## config.mk

```make
export PLATFORM = sky130hd
export DESIGN_NAME = murmur2_hash32_engine_core
export DESIGN_NICKNAME = d
export VERILOG_FILES = /design/src/hdl/m2h_pkg.sv /design/src/hdl/m2h_front.sv /design/src/hdl/m2h_queue.sv /design/src/hdl/m2h_back.sv /design/src/hdl/murmur2_hash32_engine_core.sv
export SDC_FILE = /design/constraint.sdc
export NUM_CORES = 1
export LEC_CHECK = 0
export ABC_CLOCK_PERIOD_IN_PS = 24700
export BUFFER_PORTS_ARGS = -buffer_cell sky130_fd_sc_hd__buf_4
export CELL_PAD_IN_SITES_DETAIL_PLACEMENT = 1
export CELL_PAD_IN_SITES_GLOBAL_PLACEMENT = 1
export CORE_UTILIZATION = 45
export DETAILED_ROUTE_END_ITERATION = 10
export PLACE_DENSITY_LB_ADDON = 0.1
export SLEW_MARGIN = 25
export SYNTH_ARGS = -nofsm -noshare
export SYNTH_HDL_FRONTEND = slang
export SYNTH_SLANG_ARGS = --single-unit
```

## constraint.sdc

```tcl
create_clock -name clk -period 24.7 [get_ports clk]
set_input_delay 4.94 -clock clk [delete_from_list [all_inputs] [get_ports clk]]
set_output_delay 4.94 -clock clk [all_outputs]
set_load 0.01 [all_outputs]
```

## src/hdl/m2h_pkg.sv

```systemverilog
// m2h_pkg: shared types and constants of the murmur2 hash engine
// used by the front, queue and back modules and the top level; no dependencies
package m2h_pkg;

	localparam logic [31:0] MIX_MUL     = 32'h5bd1e995;
	localparam int unsigned KEY_SHIFT   = 24;
	localparam int unsigned FIN_SHIFT_A = 13;
	localparam int unsigned FIN_SHIFT_B = 15;

	localparam int unsigned TDATA_W = 104;
	localparam int unsigned QUEUE_DEPTH = 2;
	localparam int unsigned QPTR_W = (QUEUE_DEPTH > 1) ? $clog2(QUEUE_DEPTH) : 1;
	localparam int unsigned QCNT_W = $clog2(QUEUE_DEPTH + 1);

	typedef enum logic [1:0] {
		KIND_EMPTY,
		KIND_PART,
		KIND_FULL
	} kind_t;

	// classified word as it travels from front to back
	typedef struct packed {
		logic        first;
		logic [31:0] init_h;
		logic [31:0] word;
		kind_t       kind;
		logic        last;
	} item_t;

	typedef enum logic [2:0] {
		ST_IDLE,
		ST_MK1,
		ST_MK2,
		ST_MH,
		ST_MP,
		ST_AV,
		ST_FIN
	} back_state_t;

	typedef struct packed {
		logic busy;
		logic emitting;
	} back_status_t;

endpackage

```

## src/hdl/m2h_front.sv

```systemverilog
// m2h_front: accepts stream words, clamps the byte count, masks stray bytes
// and precomputes seed xor length; depends on m2h_pkg
module m2h_front (
	input  logic                          clk,
	input  logic                          arst_n,
	input  logic                          s_tvalid,
	output logic                          s_tready,
	input  logic [m2h_pkg::TDATA_W-1:0]   s_tdata,
	input  logic                          s_tuser,
	input  logic                          s_tlast,
	output logic                          push,
	output m2h_pkg::item_t                push_item,
	input  logic                          push_ready
);
	import m2h_pkg::*;

	logic  fv_q;
	item_t item_q;
	item_t item_d;
	logic [31:0] seed;
	logic [31:0] len;
	logic [31:0] word;
	logic [2:0]  count;

	assign seed  = s_tdata[31:0];
	assign len   = s_tdata[63:32];
	assign word  = s_tdata[95:64];
	assign count = s_tdata[98:96];

	always_comb begin
		item_d.first  = s_tuser;
		item_d.init_h = seed ^ len;
		item_d.last   = s_tlast;
		// counts of four and above are a full word
		case (count)
			3'd0: begin
				item_d.kind = KIND_EMPTY;
				item_d.word = '0;
			end
			3'd1: begin
				item_d.kind = KIND_PART;
				item_d.word = {24'h0, word[7:0]};
			end
			3'd2: begin
				item_d.kind = KIND_PART;
				item_d.word = {16'h0, word[15:0]};
			end
			3'd3: begin
				item_d.kind = KIND_PART;
				item_d.word = {8'h0, word[23:0]};
			end
			default: begin
				item_d.kind = KIND_FULL;
				item_d.word = word;
			end
		endcase
	end

	assign s_tready  = !fv_q || push_ready;
	assign push      = fv_q;
	assign push_item = item_q;

	always_ff @(posedge clk or negedge arst_n) begin
		if (!arst_n) begin
			fv_q <= 1'b0;
		end else if (s_tready) begin
			fv_q <= s_tvalid;
		end
	end

	always_ff @(posedge clk) begin
		if (s_tready && s_tvalid) begin
			item_q <= item_d;
		end
	end

endmodule

```

## src/hdl/m2h_queue.sv

```systemverilog
// m2h_queue: short register fifo between front and back
// depth from m2h_pkg::QUEUE_DEPTH; depends on m2h_pkg
module m2h_queue (
	input  logic           clk,
	input  logic           arst_n,
	input  logic           push,
	input  m2h_pkg::item_t push_item,
	output logic           push_ready,
	input  logic           pop,
	output m2h_pkg::item_t pop_item,
	output logic           pop_valid
);
	import m2h_pkg::*;

	item_t             slot_q [QUEUE_DEPTH];
	logic [QPTR_W-1:0] wr_ptr_q;
	logic [QPTR_W-1:0] rd_ptr_q;
	logic [QCNT_W-1:0] count_q;
	logic              do_push;
	logic              do_pop;

	assign push_ready = count_q != QCNT_W'(QUEUE_DEPTH);
	assign pop_valid  = count_q != '0;
	assign pop_item   = slot_q[rd_ptr_q];
	assign do_push    = push && push_ready;
	assign do_pop     = pop && pop_valid;

	function automatic logic [QPTR_W-1:0] next_ptr(input logic [QPTR_W-1:0] p);
		if (p == QPTR_W'(QUEUE_DEPTH - 1)) begin
			return '0;
		end
		return p + 1'b1;
	endfunction

	always_ff @(posedge clk or negedge arst_n) begin
		if (!arst_n) begin
			wr_ptr_q <= '0;
			rd_ptr_q <= '0;
			count_q  <= '0;
		end else begin
			if (do_push) begin
				wr_ptr_q <= next_ptr(wr_ptr_q);
			end
			if (do_pop) begin
				rd_ptr_q <= next_ptr(rd_ptr_q);
			end
			case ({do_push, do_pop})
				2'b10:   count_q <= count_q + 1'b1;
				2'b01:   count_q <= count_q - 1'b1;
				default: count_q <= count_q;
			endcase
		end
	end

	always_ff @(posedge clk) begin
		if (do_push) begin
			slot_q[wr_ptr_q] <= push_item;
		end
	end

endmodule

```

## src/hdl/m2h_back.sv

```systemverilog
// m2h_back: sequencer that mixes each word into the running hash with one
// shared constant multiplier and emits the avalanched hash; depends on m2h_pkg
module m2h_back (
	input  logic                  clk,
	input  logic                  arst_n,
	input  logic                  pop_valid,
	input  m2h_pkg::item_t        pop_item,
	output logic                  pop,
	output logic                  m_tvalid,
	input  logic                  m_tready,
	output logic [31:0]           m_tdata,
	output m2h_pkg::back_status_t status
);
	import m2h_pkg::*;

	back_state_t state_q;
	back_state_t state_d;
	logic [31:0] h_q;
	logic [31:0] k_q;
	logic [31:0] a_q;
	logic        last_q;
	logic [31:0] out_q;
	logic        out_valid_q;
	logic [31:0] mul_a;
	logic [31:0] prod;
	logic        load_out;
	logic [31:0] fin;

	assign prod = mul_a * MIX_MUL;
	assign fin  = a_q ^ (a_q >> FIN_SHIFT_B);

	always_comb begin
		state_d  = state_q;
		pop      = 1'b0;
		load_out = 1'b0;
		mul_a    = h_q;
		unique case (state_q)
			ST_IDLE: begin
				if (pop_valid) begin
					pop = 1'b1;
					unique case (pop_item.kind)
						KIND_FULL:  state_d = ST_MK1;
						KIND_PART:  state_d = ST_MP;
						default:    state_d = pop_item.last ? ST_AV : ST_IDLE;
					endcase
				end
			end
			ST_MK1: begin
				mul_a   = k_q;
				state_d = ST_MK2;
			end
			ST_MK2: begin
				mul_a   = k_q ^ (k_q >> KEY_SHIFT);
				state_d = ST_MH;
			end
			ST_MH: begin
				mul_a   = h_q;
				state_d = last_q ? ST_AV : ST_IDLE;
			end
			ST_MP: begin
				mul_a   = h_q ^ k_q;
				state_d = last_q ? ST_AV : ST_IDLE;
			end
			ST_AV: begin
				mul_a   = h_q ^ (h_q >> FIN_SHIFT_A);
				state_d = ST_FIN;
			end
			ST_FIN: begin
				// wait here while the previous hash is still unclaimed
				if (!out_valid_q || m_tready) begin
					load_out = 1'b1;
					state_d  = ST_IDLE;
				end
			end
			default: state_d = ST_IDLE;
		endcase
	end

	always_ff @(posedge clk or negedge arst_n) begin
		if (!arst_n) begin
			state_q <= ST_IDLE;
		end else begin
			state_q <= state_d;
		end
	end

	// running hash keeps the value before the avalanche
	always_ff @(posedge clk or negedge arst_n) begin
		if (!arst_n) begin
			h_q <= '0;
		end else begin
			case (state_q)
				ST_IDLE: begin
					if (pop && pop_item.first) begin
						h_q <= pop_item.init_h;
					end
				end
				ST_MH:   h_q <= prod ^ k_q;
				ST_MP:   h_q <= prod;
				default: h_q <= h_q;
			endcase
		end
	end

	always_ff @(posedge clk) begin
		case (state_q)
			ST_IDLE: begin
				if (pop) begin
					k_q    <= pop_item.word;
					last_q <= pop_item.last;
				end
			end
			ST_MK1, ST_MK2: k_q <= prod;
			ST_AV:          a_q <= prod;
			default: begin
			end
		endcase
	end

	always_ff @(posedge clk or negedge arst_n) begin
		if (!arst_n) begin
			out_valid_q <= 1'b0;
		end else if (load_out) begin
			out_valid_q <= 1'b1;
		end else if (m_tready) begin
			out_valid_q <= 1'b0;
		end
	end

	always_ff @(posedge clk) begin
		if (load_out) begin
			out_q <= fin;
		end
	end

	assign m_tvalid        = out_valid_q;
	assign m_tdata         = out_q;
	assign status.busy     = state_q != ST_IDLE;
	assign status.emitting = load_out;

endmodule

```

## src/hdl/murmur2_hash32_engine_core.sv

```systemverilog
// murmur2_hash32_engine_core: streaming 32-bit murmur2 hash, front classifier,
// two-word queue and multiply sequencer; depends on m2h_pkg and the m2h modules
// path: each word passes the front register and the queue before the sequencer
// pops it; a full word then steps through MK1, MK2 and MH, a partial word through MP,
// an empty one through neither, and a last word adds AV and FIN for the avalanche
// rate: the shared multiplier makes the sequencer finish each word before it pops the next
// reset: arst_n clears the handshakes, the queue and the running hash to zero
module murmur2_hash32_engine_core (
	input  logic                        clk,
	input  logic                        arst_n,
	input  logic                        s_tvalid,
	output logic                        s_tready,
	// seed_value, message_length, data_word, byte_count, zero pad
	input  logic [m2h_pkg::TDATA_W-1:0] s_tdata,
	// first_word
	input  logic                        s_tuser,
	input  logic                        s_tlast,
	output logic                        m_tvalid,
	input  logic                        m_tready,
	// hash_value
	output logic [31:0]                 m_tdata
);
	import m2h_pkg::*;

	logic         push;
	item_t        push_item;
	logic         push_ready;
	logic         pop;
	item_t        pop_item;
	logic         pop_valid;
	back_status_t status;

	m2h_front u_front (
		.clk        (clk),
		.arst_n     (arst_n),
		.s_tvalid   (s_tvalid),
		.s_tready   (s_tready),
		.s_tdata    (s_tdata),
		.s_tuser    (s_tuser),
		.s_tlast    (s_tlast),
		.push       (push),
		.push_item  (push_item),
		.push_ready (push_ready)
	);

	m2h_queue u_queue (
		.clk        (clk),
		.arst_n     (arst_n),
		.push       (push),
		.push_item  (push_item),
		.push_ready (push_ready),
		.pop        (pop),
		.pop_item   (pop_item),
		.pop_valid  (pop_valid)
	);

	m2h_back u_back (
		.clk       (clk),
		.arst_n    (arst_n),
		.pop_valid (pop_valid),
		.pop_item  (pop_item),
		.pop       (pop),
		.m_tvalid  (m_tvalid),
		.m_tready  (m_tready),
		.m_tdata   (m_tdata),
		.status    (status)
	);

`ifndef NO_ASSERTIONS
	// sequencer only takes a word the queue offers, and only when idle
	a_pop_valid: assert property (@(posedge clk) disable iff (!arst_n)
		pop |-> (pop_valid && !status.busy))
		else $error("pop without a queued word or while busy");

	// a new hash appears only after the sequencer finished one
	a_emit: assert property (@(posedge clk) disable iff (!arst_n)
		$rose(m_tvalid) |-> $past(status.emitting))
		else $error("hash shown without an emit step");

	// an emit never overwrites an unclaimed hash
	a_no_overwrite: assert property (@(posedge clk) disable iff (!arst_n)
		status.emitting |-> (!m_tvalid || m_tready))
		else $error("hash overwritten while stalled");
`endif

endmodule
```

======== Word-level counts from Yosys, hierarchy flattened ========
Memory sizes are Yosys's and may differ from the RTL's.
Cells that the tools add are included.
cells by class
  multiplexer cells ....................... 29
  reductions and logical operators ........ 21
  multipliers ............................. 1
  add/sub/neg operators ................... 4
  bitwise logic cells ..................... 6
  eq/ne operators ......................... 18
operators by type and width
  kind                    count
  $pmux 34 s4             1
  $pmux 32 s4             1
  $pmux 32 s3             1
  $xor 32x32->32          3
  $mux 32                 2
  $pmux 32 s2             1
  $mul 32x31->32 const B  1
  $xor 32x17->32          1
  $xor 32x19->32          1
  $xor 32x8->32           1
  $pmux 3 s6              1
  $mux 1                  16
  $eq 3x2->1 const B      4
  $mux 3                  4
  $eq 3x3->1 const B      3
  $reduce_and 2->1        4
  $reduce_bool 2->1       4
  $eq 3x1->1 const B      2
  $logic_not 3->1         2
  $ne 2x1->1 const B      3
  $pmux 3 s2              1
  $eq 2x1->1 const B      2
  $eq 2x2->1 const B      2
  $logic_and 1x1->1       4
  other kinds (9)         14
storage, ports and cells
  memory bits (writable) .................. 136
  bits in registers ....................... 206
  logic and storage cells ................. 96
  output and inout port bits .............. 34
  input port bits ......................... 110
  memories kept ........................... 1
memories
  name            words  bits a word  rd ports  clocked after memory_dff  wr ports  line             text
  u_queue.slot_q  2      68           1         0                         1         m2h_queue.sv:15  item_t slot_q [QUEUE_DEPTH];

======== Longest topological paths before layout ========
  depth in word-level cells ............... 6
  gate-level depth with buffers ........... 34
  mapped depth without buffers ............ 31

======== Cells and area by module ========
Synthesis repeated with hierarchy kept, for this count alone.
second synthesis, totals
  cells, all modules ...................... 2015
  area, all modules ....................... 23920.4 um^2
modules (own cells, without submodules)
  module     cells each  times used  sequential area each (um^2)  area each (um^2)
  m2h_back   1643        1           3813.7                       16134.2
  m2h_queue  229         1           4184.0                       5144.9
  m2h_front  143         1           2067.0                       2641.3

======== Worst setup path after synthesis ========
No wires, ideal clock.
  path type ............................... register to register
  from .................................... reg u_back.state_q[0]
  to ...................................... reg u_back.h_q[30]
  library setup time ...................... 0.123 ns
  clock period less this slack ............ 8.821 ns
  cell stages (with the launch flop) ...... 34
  data required time ...................... 24.577 ns
  slack ................................... 15.879 ns
  arrival ................................. 8.699 ns
  path buffers ............................ 6
  cells stage by stage .................... dfrtp_1 -> buf_4 -> buf_2 -> buf_2 -> buf_1 -> clkbuf_1 -> buf_1 -> a211oi_1 -> nor3_1 -> ha_1 -> ha_1 -> fa_1 -> inv_1 -> fa_1 -> inv_1 -> fa_1 -> inv_1 -> fa_1 -> inv_1 -> fa_1 -> inv_1 -> fa_1 -> inv_1 -> ha_1 -> a21o_1 -> a21o_1 -> a21oi_1 -> nor2b_1 -> a22oi_1 -> a31o_2 -> nand2_1 -> o311ai_0 -> a2bb2oi_1 -> a21oi_1
on the way
  cells in the longest elaborated chain, start to end .. 5
  elaborated cells between the ends (all ways) .. 15
  classes of those cells .................. 1 x mul; 6 x eq/ne; 3 x mux; 1 x bitwise; 4 x reduce/logical
ends and longest elaborated chain
  item                                      line             text
  start, declared                           m2h_back.sv:16   back_state_t state_q;
  start signal, assigned                    m2h_back.sv:83   state_q <= state_d;
  $eq 3x3->1, or another cell as far along  m2h_back.sv:37   unique case (state_q)
  $pmux 32 s4 *                             m2h_back.sv:37
  $mul 32x31->32 *                          m2h_back.sv:29   assign prod = mul_a * MIX_MUL;
  via u_back.prod[30]                       m2h_back.sv:25   logic [31:0] prod;
  $xor 32x32->32                            m2h_back.sv:98   ST_MH: h_q <= prod ^ k_q;
  $pmux 32 s3 *                             m2h_back.sv:92   case (state_q)
  end signal, assigned                      m2h_back.sv:98
  end signal, assigned                      m2h_back.sv:99   ST_MP: h_q <= prod;
  end signal, assigned                      m2h_back.sv:100  default: h_q <= h_q;
  end, declared                             m2h_back.sv:18   logic [31:0] h_q;
Mark *: on every way through the listed nets, which the timed path passes. The rest lies on a longest branch.
A chain may end at the register's enable or synchronous reset.

======== Worst setup path in the final report ========
  from .................................... reg u_back.state_q[0]
  to ...................................... reg u_back.h_q[29]
on the way
  cells in the longest elaborated chain, start to end .. 5
  elaborated cells between the ends (all ways) .. 15
  classes of those cells .................. 1 x mul; 6 x eq/ne; 3 x mux; 1 x bitwise; 4 x reduce/logical
ends and longest elaborated chain
  item                                      line            text
  $eq 3x3->1, or another cell as far along  m2h_back.sv:37
  $pmux 32 s4 *                             m2h_back.sv:37
  via u_back.mul_a[1]                       m2h_back.sv:24  logic [31:0] mul_a;
  $mul 32x31->32 *                          m2h_back.sv:29
  via u_back.prod[29]                       m2h_back.sv:25
  $xor 32x32->32                            m2h_back.sv:98
  $pmux 32 s3 *                             m2h_back.sv:92
Marked as above.

==> results.json <==
{
  "dr.max_layer_used": "met4",
  "layout_common_cells": "inv_1 (359), edfxtp_1 (301), ha_1 (219)",
  "critPathSlowestCell": "xnor2_1",
  "nNetsFinal": 2681,
  "reg2reg_slack_ps": 14630,
  "num_rows": 83,
  "cp_common_cell": "inv_1",
  "die_y_um": 231,
  "grt_pass1_vias": 17400,
  "yosysSeqAreaShare_pct": 42.6,
  "antenna_found_initial": 0,
  "cts_buffers": 37,
  "cts.sink_count": 342,
  "syn_avg_cell_area_um2": 11.7,
  "rsz0062_at_grt": "false",
  "holdBufCountCts": 0,
  "finClkSkew_ps": 25.1,
  "hp-class": "register to register",
  "worstMarginPinSlew_ps": 1110,
  "clock_latency_ps": 560,
  "vias": 15900,
  "drtIter0Drc": 941,
  "ys.warnings.count": 0,
  "r2r-start": "u_back.state_q[0]",
  "postCtsSetupBuffers": 0,
  "ys_ff_latch": 342,
  "grt_max_degree": 72,
  "fmax_mhz": 99.3,
  "required_ps": 25130,
  "drive_above_1_share_pct": 12.6,
  "synth_cell_types": 72,
  "fin_crit_ps": 10070,
  "synthToLayoutAreaGrowth_pct": 14.0,
  "status": "finished clean",
  "start_util_pct": 45.8,
  "syn_inst": 2019,
  "drt_pass1_iterations": 5,
  "final.setup.tns_ps": 0,
  "crit_end": "u_back.h_q[29]",
  "place_hpwl_um": 51700,
  "worstSetupEndpointType": "register",
  "wl_per_cell_um": 23.8,
  "antenna_left": 0,
  "maxSlewHeadroom_pct": 25.8,
  "clk_pin_slew_ps": 60,
  "port_buffers": 138,
  "worstSetupPathType": "register to register",
  "gp_congestion": 0.885,
  "core_mm2": 0.0516,
  "drc": 0,
  "die_x_um": 231,
  "cp.arrival_ps": 10500,
  "wl_met2_um": 34200,
  "grt_pass1_wl_um": 104000,
  "final_common_cell": "inv_1",
  "fin_util_pct": 52.2,
  "via_per_inst": 5.53,
  "synth.cell_area_mm2": 0.0236,
  "cts_resized": 0,
  "wl_met3_um": 3760,
  "cts_tree": "built",
  "timing.rr.end": "u_back.h_q[29]",
  "cts_root_buffer": "clkbuf_16",
  "cp-startpoint": "u_back.state_q[0]",
  "cp-start-kind": "register",
  "finalHoldViolCount": 0,
  "grt_use_total_pct": 26.4,
  "r2r.worst_path.cells": 30,
  "finalCritPeriodShare_pct": 40.8,
  "synth_edf_count": 301,
  "cts_htree_levels": 2,
  "synth_flop_cell": "edfxtp_1",
  "cpPeakStageDelay_ps": 780,
  "setup_viol": 0,
  "ios": 144,
  "drv_cap": 0,
  "drv_slew": 0,
  "cts_buffer_depth": 3,
  "synth_nets": 2528,
  "wl_met1_um": 27500,
  "async_flop_share_pct": 12.0,
  "die_area_mm2": 0.0534,
  "drt-total-wl_um": 68500,
  "grt-ovfl-total": 0,
  "cp_max_fo": 71
}
==> synth_stat cells, drive strengths merged (26+ instances only) <==
cell | n | area share (%)
inv | 359 | 5.7
edfxtp | 301 | 38
ha | 219 | 12
fa | 180 | 15
a21oi | 114 | 2.4
nand2 | 101 | 1.6
o21ai | 78 | 1.7
nor2 | 74 | 1.2
mux2i | 70 | 3.0
xor2 | 68 | 2.5
xnor2 | 57 | 2.2
nor2b | 43 | 1.1
dfrtp | 41 | 4.3
clkbuf | 40 | 0.64
a211oi | 26 | 0.83
==> critical path: cells and delay by family, from the launching register on <==
| kind | cells | cell delay (ps) |
|---|---|---|
| flops | 1 | 340 |
| buf+inv | 8 | 1650 |
| compound gates | 5 | 1390 |
| simple gates | 6 | 1520 |
| fa+ha+maj | 9 | 4040 |
| xor+xnor | 2 | 970 |
==> cell families (layout without fill, tap and decap cells) <==
kind of cell / Yosys count / in the layout / share of synthesized area (%)
compound gates: 360 / 360 / 9.87
xor+xnor: 126 / 126 / 4.79
fa+ha+maj: 399 / 399 / 26.8
buf+inv: 425 / 606 / 6.82
flops: 342 / 342 / 42.6
mux: 73 / 73 / 3.11
other cells: 0 / 1 / 0
simple gates: 294 / 294 / 5.99
==> layer usage <==
metal	vias to the layer above	global-route usage [%]
met5	-	0
met1	8136	32.9
met4	0	11.1
li1	7210	-
met2	439	46.1
met3	134	3.62
==> sequential cells by signal, summed over array words and instances (netlist names), 2 cells and up <==
register and cells:
u_back.a_q 32, u_back.h_q 32, u_back.k_q 32, u_back.m_tdata 32, u_back.state_q 3, u_front.push_item 68, u_queue.count_q 2, u_queue.slot_q 136
==> metrics by stage <==
stage	cells	hold slack (ps)	area, µm²	setup WS (ps)
after detailed placement	2813	434	25700	14770
after global routing	2880	453	26900	14350
after global placement	2813	423	25700	14900
after CTS	2880	444	26900	14740
final	2881	439	26900	14630
after floorplan	2019	421	23600	15880
==> layout make-up <==
class	instances	area (µm²)
Fill cell	5405	24700
Inverter	361	1360
Antenna cell	1	2.50
Multi-Input combinational cell	1252	12100
Sequential cell	342	10100
Tap cell	680	851
Clock inverter	15	186
Timing Repair Buffer	178	1340
Clock buffer	52	1030
==> worst min-delay path by stage <==
stage,from,to,cells after the start
global placement,u_front.push_item[9],u_queue.slot_q[0][9],0
finish,u_front.push_item[46],u_queue.slot_q[0][46],0
floorplan,u_front.push_item[0],u_queue.slot_q[0][0],0
CTS,u_front.push_item[46],u_queue.slot_q[0][46],0
detailed placement,u_front.push_item[61],u_queue.slot_q[0][61],0
global route,u_front.push_item[61],u_queue.slot_q[0][61],0
Power is left out: the tool's default activity adds up to more than one toggle a clock period on the data nets, which glitch-free logic cannot reach.
